===== config.mk =====
export PLATFORM = sky130hd
export DESIGN_NAME = qrz_cursor
export DESIGN_NICKNAME = d
export VERILOG_FILES = /design/src/rtl/qr_data_zigzag_placer_defines.svh /design/src/rtl/qrz_pkg.sv /design/src/rtl/qrz_cursor.sv
export SDC_FILE = /design/constraint.sdc
export NUM_CORES = 1
export LEC_CHECK = 0
export ABC_AREA = 1
export CAP_MARGIN = 40
export CORE_MARGIN = 10
export CORE_UTILIZATION = 61
export DETAILED_ROUTE_END_ITERATION = 8
export DONT_BUFFER_PORTS = 1
export PLACE_DENSITY = 0.8
export SLEW_MARGIN = 30
export SYNTH_ARGS = -nofsm -noshare
export SYNTH_HDL_FRONTEND = slang
export SYNTH_SLANG_ARGS = --single-unit

===== constraint.sdc =====
create_clock -name clk_i -period 5 [get_ports clk_i]
set_clock_uncertainty 0.2 [all_clocks]
set_input_delay 0.75 -clock clk_i [delete_from_list [all_inputs] [get_ports clk_i]]
set_output_delay 0.75 -clock clk_i [all_outputs]
set_load 0.02 [all_outputs]

===== src/rtl/qr_data_zigzag_placer_defines.svh =====
// Assertion macros for the QR data zigzag placer.
// Used by the top level; expects clk_i and rst_ni in scope.
`ifndef QR_DATA_ZIGZAG_PLACER_DEFINES_SVH
`define QR_DATA_ZIGZAG_PLACER_DEFINES_SVH

// same-cycle implication, checked out of reset
`define QRZ_ASSERT_IMP(lbl, ante, cons, msg) \
  lbl: assert property (@(posedge clk_i) disable iff (!rst_ni) (ante) |-> (cons)) \
    else $error(msg);

// next-cycle implication, checked out of reset
`define QRZ_ASSERT_NXT(lbl, ante, cons, msg) \
  lbl: assert property (@(posedge clk_i) disable iff (!rst_ni) (ante) |=> (cons)) \
    else $error(msg);

`endif


===== src/rtl/qrz_pkg.sv =====
// Shared types, constants and version tables for the QR data zigzag placer.
// No dependencies; used by every module of the block.
`default_nettype none

package qrz_pkg;

  localparam int unsigned CENTER_IDX_W = 3;
  localparam int unsigned TABLE_COLS   = 7;

  localparam logic [5:0] VERSION_MIN   = 6'd1;
  localparam logic [5:0] VERSION_MAX   = 6'd40;
  localparam logic [5:0] VERSION_RESET = 6'd1;
  localparam logic [7:0] SIDE_BASE     = 8'd21;

  localparam logic [7:0] TIMING_LINE    = 8'd6;
  localparam logic [7:0] ALIGN_SPAN     = 8'd5;
  localparam logic [7:0] FINDER_SPAN    = 8'd8;
  localparam logic [7:0] VERSION_SPAN   = 8'd11;
  localparam logic [7:0] ALIGN_NEAR_LIM = 8'd10;
  localparam logic [5:0] VERSION_AREA_MIN = 6'd7;

  typedef enum logic [0:0] {
    ST_IDLE,
    ST_SCAN
  } state_e;

  typedef struct packed {
    logic [7:0] row;
    logic [7:0] col;
    logic       done;
  } cursor_t;

  typedef struct packed {
    logic       restart;
    logic       advance;
    logic [7:0] restart_side;
    logic [7:0] side;
  } cursor_cmd_t;

  typedef logic [0:5][7:0] centers_t;

  function automatic logic [5:0] eff_version(input logic [5:0] v);
    logic [5:0] e;
    e = v;
    if (v < VERSION_MIN) e = VERSION_MIN;
    if (v > VERSION_MAX) e = VERSION_MAX;
    return e;
  endfunction

  function automatic logic [7:0] side_of(input logic [5:0] v);
    logic [7:0] e;
    e = {2'b00, eff_version(v)};
    return ((e - 8'd1) << 2) + SIDE_BASE;
  endfunction

  function automatic logic [2:0] align_count(input logic [5:0] v);
    logic [2:0] n;
    case (v) inside
      [6'd2:6'd6]:   n = 3'd2;
      [6'd7:6'd13]:  n = 3'd3;
      [6'd14:6'd20]: n = 3'd4;
      [6'd21:6'd27]: n = 3'd5;
      [6'd28:6'd40]: n = 3'd6;
      default:       n = 3'd0;
    endcase
    return n;
  endfunction

  function automatic centers_t align_row(input logic [5:0] v);
    centers_t c;
    case (v)
      6'd2:  c = {8'd6, 8'd18, 32'd0};
      6'd3:  c = {8'd6, 8'd22, 32'd0};
      6'd4:  c = {8'd6, 8'd26, 32'd0};
      6'd5:  c = {8'd6, 8'd30, 32'd0};
      6'd6:  c = {8'd6, 8'd34, 32'd0};
      6'd7:  c = {8'd6, 8'd22, 8'd38, 24'd0};
      6'd8:  c = {8'd6, 8'd24, 8'd42, 24'd0};
      6'd9:  c = {8'd6, 8'd26, 8'd46, 24'd0};
      6'd10: c = {8'd6, 8'd28, 8'd50, 24'd0};
      6'd11: c = {8'd6, 8'd30, 8'd54, 24'd0};
      6'd12: c = {8'd6, 8'd32, 8'd58, 24'd0};
      6'd13: c = {8'd6, 8'd34, 8'd62, 24'd0};
      6'd14: c = {8'd6, 8'd26, 8'd46, 8'd66, 16'd0};
      6'd15: c = {8'd6, 8'd26, 8'd48, 8'd70, 16'd0};
      6'd16: c = {8'd6, 8'd26, 8'd50, 8'd74, 16'd0};
      6'd17: c = {8'd6, 8'd30, 8'd54, 8'd78, 16'd0};
      6'd18: c = {8'd6, 8'd30, 8'd56, 8'd82, 16'd0};
      6'd19: c = {8'd6, 8'd30, 8'd58, 8'd86, 16'd0};
      6'd20: c = {8'd6, 8'd34, 8'd62, 8'd90, 16'd0};
      6'd21: c = {8'd6, 8'd28, 8'd50, 8'd72, 8'd94, 8'd0};
      6'd22: c = {8'd6, 8'd26, 8'd50, 8'd74, 8'd98, 8'd0};
      6'd23: c = {8'd6, 8'd30, 8'd54, 8'd78, 8'd102, 8'd0};
      6'd24: c = {8'd6, 8'd28, 8'd54, 8'd80, 8'd106, 8'd0};
      6'd25: c = {8'd6, 8'd32, 8'd58, 8'd84, 8'd110, 8'd0};
      6'd26: c = {8'd6, 8'd30, 8'd58, 8'd86, 8'd114, 8'd0};
      6'd27: c = {8'd6, 8'd34, 8'd62, 8'd90, 8'd118, 8'd0};
      6'd28: c = {8'd6, 8'd26, 8'd50, 8'd74, 8'd98, 8'd122};
      6'd29: c = {8'd6, 8'd30, 8'd54, 8'd78, 8'd102, 8'd126};
      6'd30: c = {8'd6, 8'd26, 8'd52, 8'd78, 8'd104, 8'd130};
      6'd31: c = {8'd6, 8'd30, 8'd56, 8'd82, 8'd108, 8'd134};
      6'd32: c = {8'd6, 8'd34, 8'd60, 8'd86, 8'd112, 8'd138};
      6'd33: c = {8'd6, 8'd30, 8'd58, 8'd86, 8'd114, 8'd142};
      6'd34: c = {8'd6, 8'd34, 8'd62, 8'd90, 8'd118, 8'd146};
      6'd35: c = {8'd6, 8'd30, 8'd54, 8'd78, 8'd102, 8'd126};
      6'd36: c = {8'd6, 8'd24, 8'd50, 8'd76, 8'd102, 8'd128};
      6'd37: c = {8'd6, 8'd28, 8'd54, 8'd80, 8'd106, 8'd132};
      6'd38: c = {8'd6, 8'd32, 8'd58, 8'd84, 8'd110, 8'd136};
      6'd39: c = {8'd6, 8'd26, 8'd54, 8'd82, 8'd110, 8'd138};
      6'd40: c = {8'd6, 8'd30, 8'd58, 8'd86, 8'd114, 8'd142};
      default: c = '0;
    endcase
    return c;
  endfunction

  function automatic logic [7:0] align_center(input logic [5:0] v,
                                              input logic [CENTER_IDX_W-1:0] idx);
    centers_t c;
    logic [7:0] p;
    c = align_row(v);
    p = 8'd0;
    if (idx < CENTER_IDX_W'(TABLE_COLS - 1)) p = c[idx];
    return p;
  endfunction

endpackage

`default_nettype wire


===== src/rtl/qrz_cursor.sv =====
// Zigzag walk cursor: position, timing-column skip and end-of-walk flag.
// Depends on qrz_pkg for the command and cursor structs.
`default_nettype none

module qrz_cursor (
  input  wire logic                 clk_i,
  input  wire logic                 rst_ni,
  input  wire qrz_pkg::cursor_cmd_t cmd_i,
  output qrz_pkg::cursor_t          cur_o
);

  logic [7:0] row_q, row_d, col_q, col_d;
  logic       ts_q, ts_d, done_q, done_d;
  logic [7:0] side, side_m1, col_m1;
  logic [1:0] phase;
  logic       left;

  always_comb begin
    side    = cmd_i.side;
    side_m1 = side - 8'd1;
    phase   = 2'(side_m1 - col_q - {7'd0, ts_q});
    row_d   = row_q;
    col_d   = col_q;
    ts_d    = ts_q;
    done_d  = done_q;
    left    = 1'b0;
    col_m1  = col_q - 8'd1;
    if (cmd_i.restart) begin
      row_d  = cmd_i.restart_side - 8'd1;
      col_d  = cmd_i.restart_side - 8'd1;
      ts_d   = 1'b0;
      done_d = 1'b0;
    end else if (cmd_i.advance) begin
      if (phase == 2'd1 && row_q != 8'd0) begin
        row_d = row_q - 8'd1;
        col_d = col_q + 8'd1;
      end else if (phase == 2'd3 && row_q != side_m1) begin
        row_d = row_q + 8'd1;
        col_d = col_q + 8'd1;
      end else begin
        left = 1'b1;
      end
      if (left && col_q == 8'd0) begin
        done_d = 1'b1;
      end else begin
        if (left) col_d = col_m1;
        if (col_d == qrz_pkg::TIMING_LINE) begin
          col_d = qrz_pkg::TIMING_LINE - 8'd1;
          ts_d  = 1'b1;
        end
        if (row_d >= side || col_d >= side || (row_d == side_m1 && col_d == 8'd0))
          done_d = 1'b1;
      end
    end
  end

  always_ff @(posedge clk_i or negedge rst_ni) begin
    if (!rst_ni) begin
      row_q  <= qrz_pkg::SIDE_BASE - 8'd1;
      col_q  <= qrz_pkg::SIDE_BASE - 8'd1;
      ts_q   <= 1'b0;
      done_q <= 1'b0;
    end else begin
      row_q  <= row_d;
      col_q  <= col_d;
      ts_q   <= ts_d;
      done_q <= done_d;
    end
  end

  assign cur_o = '{row: row_q, col: col_q, done: done_q};

endmodule

`default_nettype wire


======== Word-level counts from Yosys, hierarchy flattened ========
Cells that the tools add are included.
operators by class
  add/subtract/negate cells ............... 8
  $lt $le $gt $ge ......................... 2
  equal/unequal tests ..................... 6
  muxes and demuxes ....................... 31
  reduce and logical (&&, ||, !) cells .... 14
operators by type and width
  operator                                                               number
  8-bit 2-to-1 mux                                                       19
  8-bit by 1-bit subtractor with 8-bit output, second input constant     4
  8-bit by 1-bit adder with 8-bit output, second input constant          2
  8-bit greater-or-equal comparator                                      2
  8-bit zero test                                                        2
  1-bit 2-to-1 mux                                                       12
  8-bit by 3-bit equality test with 1-bit output, second input constant  1
  8-bit equality test                                                    1
  8-bit != test                                                          1
  8-bit nonzero test                                                     1
  1-bit logical AND                                                      4
  2-bit nonzero test                                                     2
  3-bit AND reduction                                                    1
  3-bit nonzero test                                                     1
  2-bit by 1-bit equality test with 1-bit output, second input constant  1
  2-bit equality test, second input constant                             1
  1-bit logical OR                                                       2
  2-bit != test, second input constant                                   1
  2-bit AND reduction                                                    1
  2-bit by 1-bit subtractor with 2-bit output                            1
  2-bit subtractor                                                       1
word-level totals
  flip-flop bits (word level) ............. 18
  output and inout port bits .............. 17

======== Logic depth before layout (Yosys ltp) ========
Gate-level depths: netlist (run 1).
  depth after elaboration ................. 25
  depth in mapped cells ................... 33
  mapped depth without buffers ............ 33

======== Worst setup path after synthesis (run 1) ========
Ideal clock, no wire load.
  path kind ............................... input port to flip-flop
  start ................................... input cmd_i[0] in the netlist's numbering
  end ..................................... register done_q
  library setup time ...................... 116 ps
  data arrival time ....................... 3998 ps
  required time ........................... 4684 ps
  setup slack ............................. 686 ps
  stages .................................. 28
  buffers on the path ..................... 0
  cell sequence ........................... inv_1 > ha_1 > xnor2_2 > xor2_2 > nand2_2 > nor2_4 > inv_4 > nand2_4 > nand2_1 > nand2_1 > nand2_1 > nand2_1 > inv_2 > nor2_1 > nand3_2 > nand2_1 > inv_1 > ha_1 > a21boi_0 > o21a_1 > o21ai_0 > nand2_1 > a21o_1 > a21oi_1 > o2111ai_1 > o21bai_1 > nand2_1 > nand2_1
between the ends
  longest elaborated chain between the ends .. 23
  elaborated cells on any way between the ends .. 40
RTL lines
  item                                                                  RTL line          RTL
  start: declaration                                                    qrz_cursor.sv:8   input wire qrz_pkg::cursor_cmd_t cmd_i,
  8-bit by 1-bit subtractor with 8-bit output                           qrz_cursor.sv:20  side_m1 = side - 8'd1;
  2-bit subtractor                                                      qrz_cursor.sv:21  phase = 2'(side_m1 - col_q - {7'd0, ts_q});
  2-bit by 1-bit subtractor with 2-bit output                           qrz_cursor.sv:21
  2-bit equality test                                                   qrz_cursor.sv:37  end else if (phase == 2'd3 && row_q != side_m1) begin
  1-bit logical AND                                                     qrz_cursor.sv:37
  1-bit 2-to-1 mux                                                      qrz_cursor.sv:37
  1-bit 2-to-1 mux                                                      qrz_cursor.sv:34  if (phase == 2'd1 && row_q != 8'd0) begin
  1-bit 2-to-1 mux                                                      qrz_cursor.sv:33  end else if (cmd_i.advance) begin
  (+7 left out)                                                         --
  8-bit 2-to-1 mux                                                      qrz_cursor.sv:43  if (left && col_q == 8'd0) begin
  8-bit 2-to-1 mux                                                      qrz_cursor.sv:33
  8-bit 2-to-1 mux                                                      qrz_cursor.sv:28  if (cmd_i.restart) begin
  8-bit greater-or-equal comparator or 8-bit zero test (tied branches)  qrz_cursor.sv:51  if (row_d >= side || col_d >= side || (row_d == side_m1 && col_d == 8'd0))
  1-bit logical OR or 1-bit logical AND (tied branches)                 qrz_cursor.sv:51
  1-bit logical OR                                                      qrz_cursor.sv:51
  3-bit nonzero test (no line)                                          --
  2-bit AND reduction (no line)                                         --
  end signal: assignment                                                qrz_cursor.sv:67  done_q <= done_d;
  end: declaration                                                      qrz_cursor.sv:13  logic ts_q, ts_d, done_q, done_d;
Several ways; a longest one is shown, not always the timed one. The select of a mux whose other input is x is not followed.
A chain may end at the register's enable or synchronous reset.

======== Worst setup path after layout (run 1) ========
  start ................................... register col_q[0]
  end ..................................... register done_q
between the ends
  longest elaborated chain between the ends .. 22
  elaborated cells on any way between the ends .. 41
RTL lines
  item                                                                  RTL line          RTL
  start: declaration                                                    qrz_cursor.sv:12  logic [7:0] row_q, row_d, col_q, col_d;
  start signal: assignment                                              qrz_cursor.sv:60  col_q <= qrz_pkg::SIDE_BASE - 8'd1;
  start signal: assignment                                              qrz_cursor.sv:65  col_q <= col_d;
  2-bit subtractor                                                      qrz_cursor.sv:21
  2-bit by 1-bit subtractor with 2-bit output                           qrz_cursor.sv:21
  2-bit equality test                                                   qrz_cursor.sv:37
  1-bit logical AND                                                     qrz_cursor.sv:37
  1-bit 2-to-1 mux                                                      qrz_cursor.sv:37
  1-bit 2-to-1 mux                                                      qrz_cursor.sv:34
  1-bit 2-to-1 mux                                                      qrz_cursor.sv:33
  1-bit 2-to-1 mux                                                      qrz_cursor.sv:28
  (+6 left out)                                                         --
  8-bit 2-to-1 mux                                                      qrz_cursor.sv:43
  8-bit 2-to-1 mux                                                      qrz_cursor.sv:33
  8-bit 2-to-1 mux                                                      qrz_cursor.sv:28
  8-bit greater-or-equal comparator or 8-bit zero test (tied branches)  qrz_cursor.sv:51
  1-bit logical OR or 1-bit logical AND (tied branches)                 qrz_cursor.sv:51
  1-bit logical OR                                                      qrz_cursor.sv:51
  3-bit nonzero test (no line)                                          --
  2-bit AND reduction (no line)                                         --
Several ways; a longest one is shown, not always the timed one. The select of a mux whose other input is x is not followed.

==> results.yml, run 1 <==
critical_path:
  rr_startpoint: "col_q[0]"
  regToRegSetupSlack_ns: 0.48
  slowest_delay_ns: 0.55
  slowest_stage: "dfrtp_1"
  cp.arrival_ns: 4.47
  critPathRequiredTime_ns: 4.95
  worst_setup_path_start_kind: "flip-flop"
  crit_start: "col_q[0]"
  crit_top_cell: "nand2_1"
  timing.rr.end: "done_q"
  critPathKind: "reg -> reg"
  rr_worst_depth: 25
  endpoint: "done_q"
  endpoint_kind: "flip-flop"
  crit_fanout: 10
die:
  row_count: 23
  design.core.area_um2: 4030
  io_pins: 37
  initial_core_util_pct: 63.3
  dieArea_um2: 7170
  die_w_um: 84.7
  fp.dieH_um: 84.7
grt:
  grt_antenna_before_repair: 0
  globalRouteOverflowTotal: 0
  grt.total_usage_pct: 21.1
  grt_max_degree: 15
  grt_pass1_wl_um: 12800
  first_global_vias: 2648
drt:
  wl_per_cell_um: 16.8
  dr.pass1.iters: 5
  via_per_inst: 6.02
  drc: 0
  drt_wl_total_um: 7690
  drtIter0Drc: 399
  antenna_left: 0
  vias: 2761
timing:
  relSlewSlack_pct: 54.4
  maxSlewViolCount: 0
  fin_crit_ns: 4.52
  fin_crit_sh_pct: 90.4
  finalSetupTns_ns: 0
  report.final.hold_viol_count: 0
  finalSetupViolCount: 0
  rsz0062_at_grt: "no"
  fmax_mhz: 221
  max_slew.worst_pin.slew_ns: 0.682
  setup_ws_ns: 0.480
logic_synthesis:
  synth-main-ff-cell: "dfrtp_1"
  ys_seq_elements: 18
  netlist_instances: 407
  syn_area_um2: 2550
  mappedNetlistNets: 452
  netlist_top_cells_area: "nand2_1 16%, dfrtp_1 14%, ha_1 12%"
  avgSynthCellArea_um2: 6.27
  synth.largest_area_cell: "nand2_1"
  yosysSeqAreaShare_pct: 17.9
  synth_edf_count: 0
  synth.distinct_cells: 45
  yosysWarnings: 0
  synth_top_cell_area_share_pct: 16.5
  ys_async_sr_fraction_pct: 100
cts:
  clk_latency_ns: 0.26
  cts_tree: "built"
  cts_buffer_depth: 2
  clkTransAtPathRegs_ns: 0.07
  postCtsSetupBuffers: 0
  cts_resized: 0
  root_buffer: "clkbuf_8"
  cts.sinks: 18
  htree_num_levels: 1
  cts_made_buffers: 3
final_layout:
  fillers: 378
  antenna_cells: 0
  syn_to_final_growth_pct: 4.76
  fin_area_um2: 2670
  final_layout_size_suffix_gt1_share_pct: 9.54
  final_nets: 455
power_and_ir_drop:
  ir_worst_vdd_uv: 290
  power_density_nw_per_um2: 365
  p_leak_nw: 1.46
placement:
  portBuffers: 0
  hpwlAfterDp_um: 6460
  gp_congestion: 1.09
  place_ws_ns: 0.329
  placed_area_um2: 2610
min_path:
  hold_path.class: "in -> async"
flow_run:
  drv_cap: 0
run_status:
  status: "finished, final reports clean"
## worst max-delay path: cells and delay by family, from the launching register on
family | cells | cell delay [ns]
XOR/XNOR | 1 | 0.26
flip-flops | 1 | 0.55
adder cells (fa/ha/maj) | 2 | 0.75
AO/OA/AOI/OAI | 7 | 0.95
AND/OR/NAND/NOR | 12 | 1.34
buffers and inverters | 3 | 0.34
## cells in the mapped netlist (2+ instances only)
cell	n
nand2_1	112
inv_1	65
nand3_1	36
nor2_1	36
ha_1	24
dfrtp_1	14
a21oi_1	13
o21ai_0	12
nor3_1	9
xor2_1	9
nand4_1	7
xnor2_1	6
a22oi_1	4
a31oi_1	4
dfstp_2	4
inv_2	4
nand2_2	4
nor2_2	4
clkbuf_1	3
nand2_4	3
nor4_1	3
a21boi_0	2
buf_2	2
nand3_2	2
nor2_4	2
o21a_1	2
o22ai_1	2
or2_2	2
## power by group
| group | switching, W | internal [W] |
|---|---|---|
| Sequential | 0.0000878 | 0.000177 |
| Combinational | 0.000388 | 0.000202 |
| Clock | 0.0000491 | 0.0000700 |
| Total | 0.000525 | 0.000449 |
## routing by layer
metal,vias up,part of all wire [%],GRT usage (%)
met3,20,11,4.25
met5,-,0,0
met1,1265,42,27.7
li1,1310,-,-
met2,166,45,33.6
met4,0,1.9,6.29
## cells by family (layout without fill, tap and decap cells)
| logic type | after synthesis | in the layout | synth area share, % |
|---|---|---|---|
| buf+inv | 77 | 79 | 11.7 |
| fa+ha+maj | 25 | 25 | 12.6 |
| simple gates | 223 | 223 | 40.0 |
| xor+xnor | 17 | 17 | 6.43 |
| flops | 18 | 18 | 17.9 |
| compound gates | 47 | 47 | 11.5 |
## final cells by class
| cell class | count | area [um2] | share of cell area, % |
|---|---|---|---|
| Sequential cell | 18 | 455 | 17.0 |
| Tap cell | 50 | 62.6 | 2.34 |
| Timing Repair Buffer | 4 | 32.5 | 1.22 |
| Multi-Input combinational cell | 312 | 1800 | 67.3 |
| Inverter | 71 | 269 | 10.1 |
| Clock buffer | 4 | 55.1 | 2.06 |
## sequential cells by signal, summed over array words and instances, names as in the netlist
name / flops
ts_q: 1
done_q: 1
row_q: 8
col_q: 8
## placed cells by master (no fill, tap or decap), types with 2 or more instances in the layout
cell      count
xnor2_1       6
or2_2         2
dfstp_2       4
dfrtp_1      14
a31oi_1       4
nand3_1      36
clkbuf_8      4
nand3_2       2
o22ai_1       2
nor4_1        3
nor2_4        2
nor3_1        9
o21ai_0      12
inv_2         4
inv_1        65
nor2_2        4
nor2_1       36
a21boi_0      2
buf_4         3
nand2_2       4
nand4_1       7
a21oi_1      13
ha_1         24
o21a_1        2
a22oi_1       4
nand2_1     112
nand2_4       3
xor2_1        9
## what timing repair did
action,CTS,global route
setup endpoints to repair,0,0
hold buffers,1,0
endpoints found under the hold margin,14,0
## through the flow
stage	cells	hold slack, ns	total power [W]	utilization (%)
5_1_grt	459	0.121	0.00107	66.3
2_1_floorplan	407	0.250	0.000692	-
6_report	459	0.128	0.000975	66.3
4_1_cts	459	0.132	0.000962	66.3
3_5_place_dp	454	0.255	0.000839	64.7
3_3_place_gp	453	0.255	0.000832	64.5
## worst min path at each step
stage	start	to	depth (start not counted)	slack, ns
6_report	rst_ni	row_q[4]	0	0.13
3_3_place_gp	rst_ni	col_q[7]	0	0.26
3_5_place_dp	rst_ni	col_q[7]	0	0.26
5_1_grt	rst_ni	row_q[2]	0	0.12
2_1_floorplan	rst_ni	col_q[0]	0	0.25
4_1_cts	rst_ni	row_q[4]	0	0.13
(Power assumes the default switching activity.)
==> run 2: changes to the inputs <==
--- a/config.mk
+++ b/config.mk
@@ -8,10 +8,10 @@
 export ABC_AREA = 1
 export CAP_MARGIN = 40
 export CORE_MARGIN = 10
-export CORE_UTILIZATION = 61
+export CORE_UTILIZATION = 48
 export DETAILED_ROUTE_END_ITERATION = 8
 export DONT_BUFFER_PORTS = 1
-export PLACE_DENSITY = 0.8
+export PLACE_DENSITY = 0.66
 export SLEW_MARGIN = 30
 export SYNTH_ARGS = -nofsm -noshare
 export SYNTH_HDL_FRONTEND = slang
==> constraint.sdc (replaced) <==
create_clock -name clk_i -period 5.4 [get_ports clk_i]
set_clock_uncertainty 0.2 [all_clocks]
set_input_delay 0.81 -clock clk_i [delete_from_list [all_inputs] [get_ports clk_i]]
set_output_delay 0.81 -clock clk_i [all_outputs]
set_load 0.02 [all_outputs]
==> results.yml, run 2 (same netlist as run 1, synthesis figures left out) <==
run_status:
  status: "finished, final reports clean"
grt:
  grt_max_degree: 19
  use_met3_pct: 3.63
  globalRouteOverflowTotal: 0
  grt.total_usage_pct: 18.6
  first_global_vias: 2552
  top_usage_layer: "met2"
  use_met1_pct: 25.0
  grt_pass1_wl_um: 13100
  grt_antenna_before_repair: 0
  met2_usage_pct: 29.4
final_layout:
  multi_input_area_um2: 1800
  ff_latch_area_um2: 455
  final_nets: 452
  syn_to_final_growth_pct: 4.76
  fillers: 566
  fin_area_um2: 2670
  final_cell_mix: "112 x nand2_1, 65 x inv_1, 36 x nor2_1, 36 x nand3_1, 24 x ha_1"
  final_layout_size_suffix_gt1_share_pct: 9.11
  antenna_cells: 0
  largestRegisters: "col_q (8), row_q (8)"
  final_common_cell: "nand2_1"
drt:
  drt_wl_total_um: 7930
  wl_per_cell_um: 16.7
  vias: 2665
  drtIter0Drc: 264
  via_per_inst: 5.60
  antenna_left: 0
  drc: 0
  dr.pass1.iters: 7
cts:
  clk_latency_ns: 0.26
  root_buffer: "clkbuf_8"
  postCtsHoldBufs: 0
  cts.sinks: 18
  htree_num_levels: 1
  cts_buffer_depth: 2
  cts_made_buffers: 3
  cts_resized: 0
  cts_tree: "built"
  postCtsSetupBuffers: 0
  clkTransAtPathRegs_ns: 0.07
die:
  die_w_um: 92.9
  dieArea_um2: 8630
  design.core.area_um2: 5140
  initial_core_util_pct: 49.6
  fp.dieH_um: 92.9
  row_count: 26
  io_pins: 37
placement:
  placed_area_um2: 2610
  gp_congestion: 0.924
  portBuffers: 0
  hpwlAfterDp_um: 6580
timing:
  relSlewSlack_pct: 63.2
  max_slew.worst_pin.slew_ns: 0.552
  fmax_mhz: 214
  maxSlewViolCount: 0
  finalSetupViolCount: 0
  finalSetupTns_ns: 0
  fin_crit_ns: 4.68
  rsz0062_at_grt: "no"
  report.final.hold_viol_count: 0
  fin_crit_sh_pct: 86.6
power_and_ir_drop:
  p_leak_nw: 1.45
  p_sw_share_pct: 54.4
  p_comb_share_pct: 59.2
  intPower_w: 0.000410
  seq_power_share_pct: 28.3
  clockPowerShare_pct: 12.5
  power_density_nw_per_um2: 337
  power_switching_w: 0.000490
  ir_worst_vdd_uv: 170
critical_path:
  slowest_delay_ns: 0.54
  slowest_stage: "dfrtp_1"
  critPathKind: "reg -> reg"
  endpoint_kind: "flip-flop"
  cp.arrival_ns: 4.63
  crit_fanout: 10
  crit_family: "simple AND/OR/NAND/NOR gates"
  critPathRequiredTime_ns: 5.36
  path_buf_inv: 4
  crit_top_cell: "nand2_1"
  worst_setup_path_start_kind: "flip-flop"
min_path:
  hold_path.class: "in -> async"
flow_run:
  drv_cap: 0
[run 2: cell types whose count changed in the layout (fill, tap and decap cells not counted)]
cell           delta
buf_4             -2
dlygate4sd3_1     -1
[run 2: per-layer routing]
layer	share of wire [%]	wire (um)
met1	43	3430
met2	44	3520
met3	10	823
met4	2.0	159
met5	0	0
[run 2: worst paths after layout]
| kind | from | end | slack (ns) | depth (start not counted) |
|---|---|---|---|---|
| setup / recovery | col_q[0] | done_q | 0.72 | 27 |
| hold / removal | rst_ni | col_q[0] | 0.04 | 0 |
| setup reg to reg | col_q[0] | done_q | 0.72 | 27 |
| hold reg to reg | ts_q | ts_q | 0.29 | 1 |
| max in group asynchronous | rst_ni | row_q[2] | 4.79 | 0 |
| min in group clk_i | ts_q | ts_q | 0.29 | 1 |
[run 2: power groups by stage]
stage	Combinational [W]	Clock [W]	Sequential [W]
floorplan	0.000416	0	0.000225
global placement	0.000521	0	0.000257
detailed placement	0.000520	0	0.000256
CTS	0.000524	0.000114	0.000254
global route	0.000604	0.000120	0.000260
finish	0.000533	0.000112	0.000255
[run 2: metrics by stage]
stage	utilization, %	hold WS, ns	total power [W]	setup WS (ns)	instances
after global placement	50.8	0.275	0.000777	0.695	471
after global routing	52.0	0.0259	0.000984	0.303	476
after CTS	51.8	0.0380	0.000892	0.724	475
after floorplan	-	0.250	0.000641	1.03	407
after detailed placement	50.8	0.282	0.000776	0.614	471
final	52.0	0.0370	0.000900	0.724	476
[run 2: area by class of cell]
class / count / area share, %
clock buffers: 4 / 2.06
inverters: 71 / 10.1
multi-input cells: 312 / 67.3
flip-flops and latches: 18 / 17.0
well taps: 70 / 3.28
repair buffers: 1 / 0.281
[run 2: worst reg2reg max path: cells and delay by family, from the launching register on]
kind / cells / cell delay [ns]
xor+xnor: 1 / 0.26
simple gates: 13 / 1.26
flops: 1 / 0.54
compound gates: 7 / 0.98
fa+ha+maj: 2 / 0.79
buf+inv: 4 / 0.52
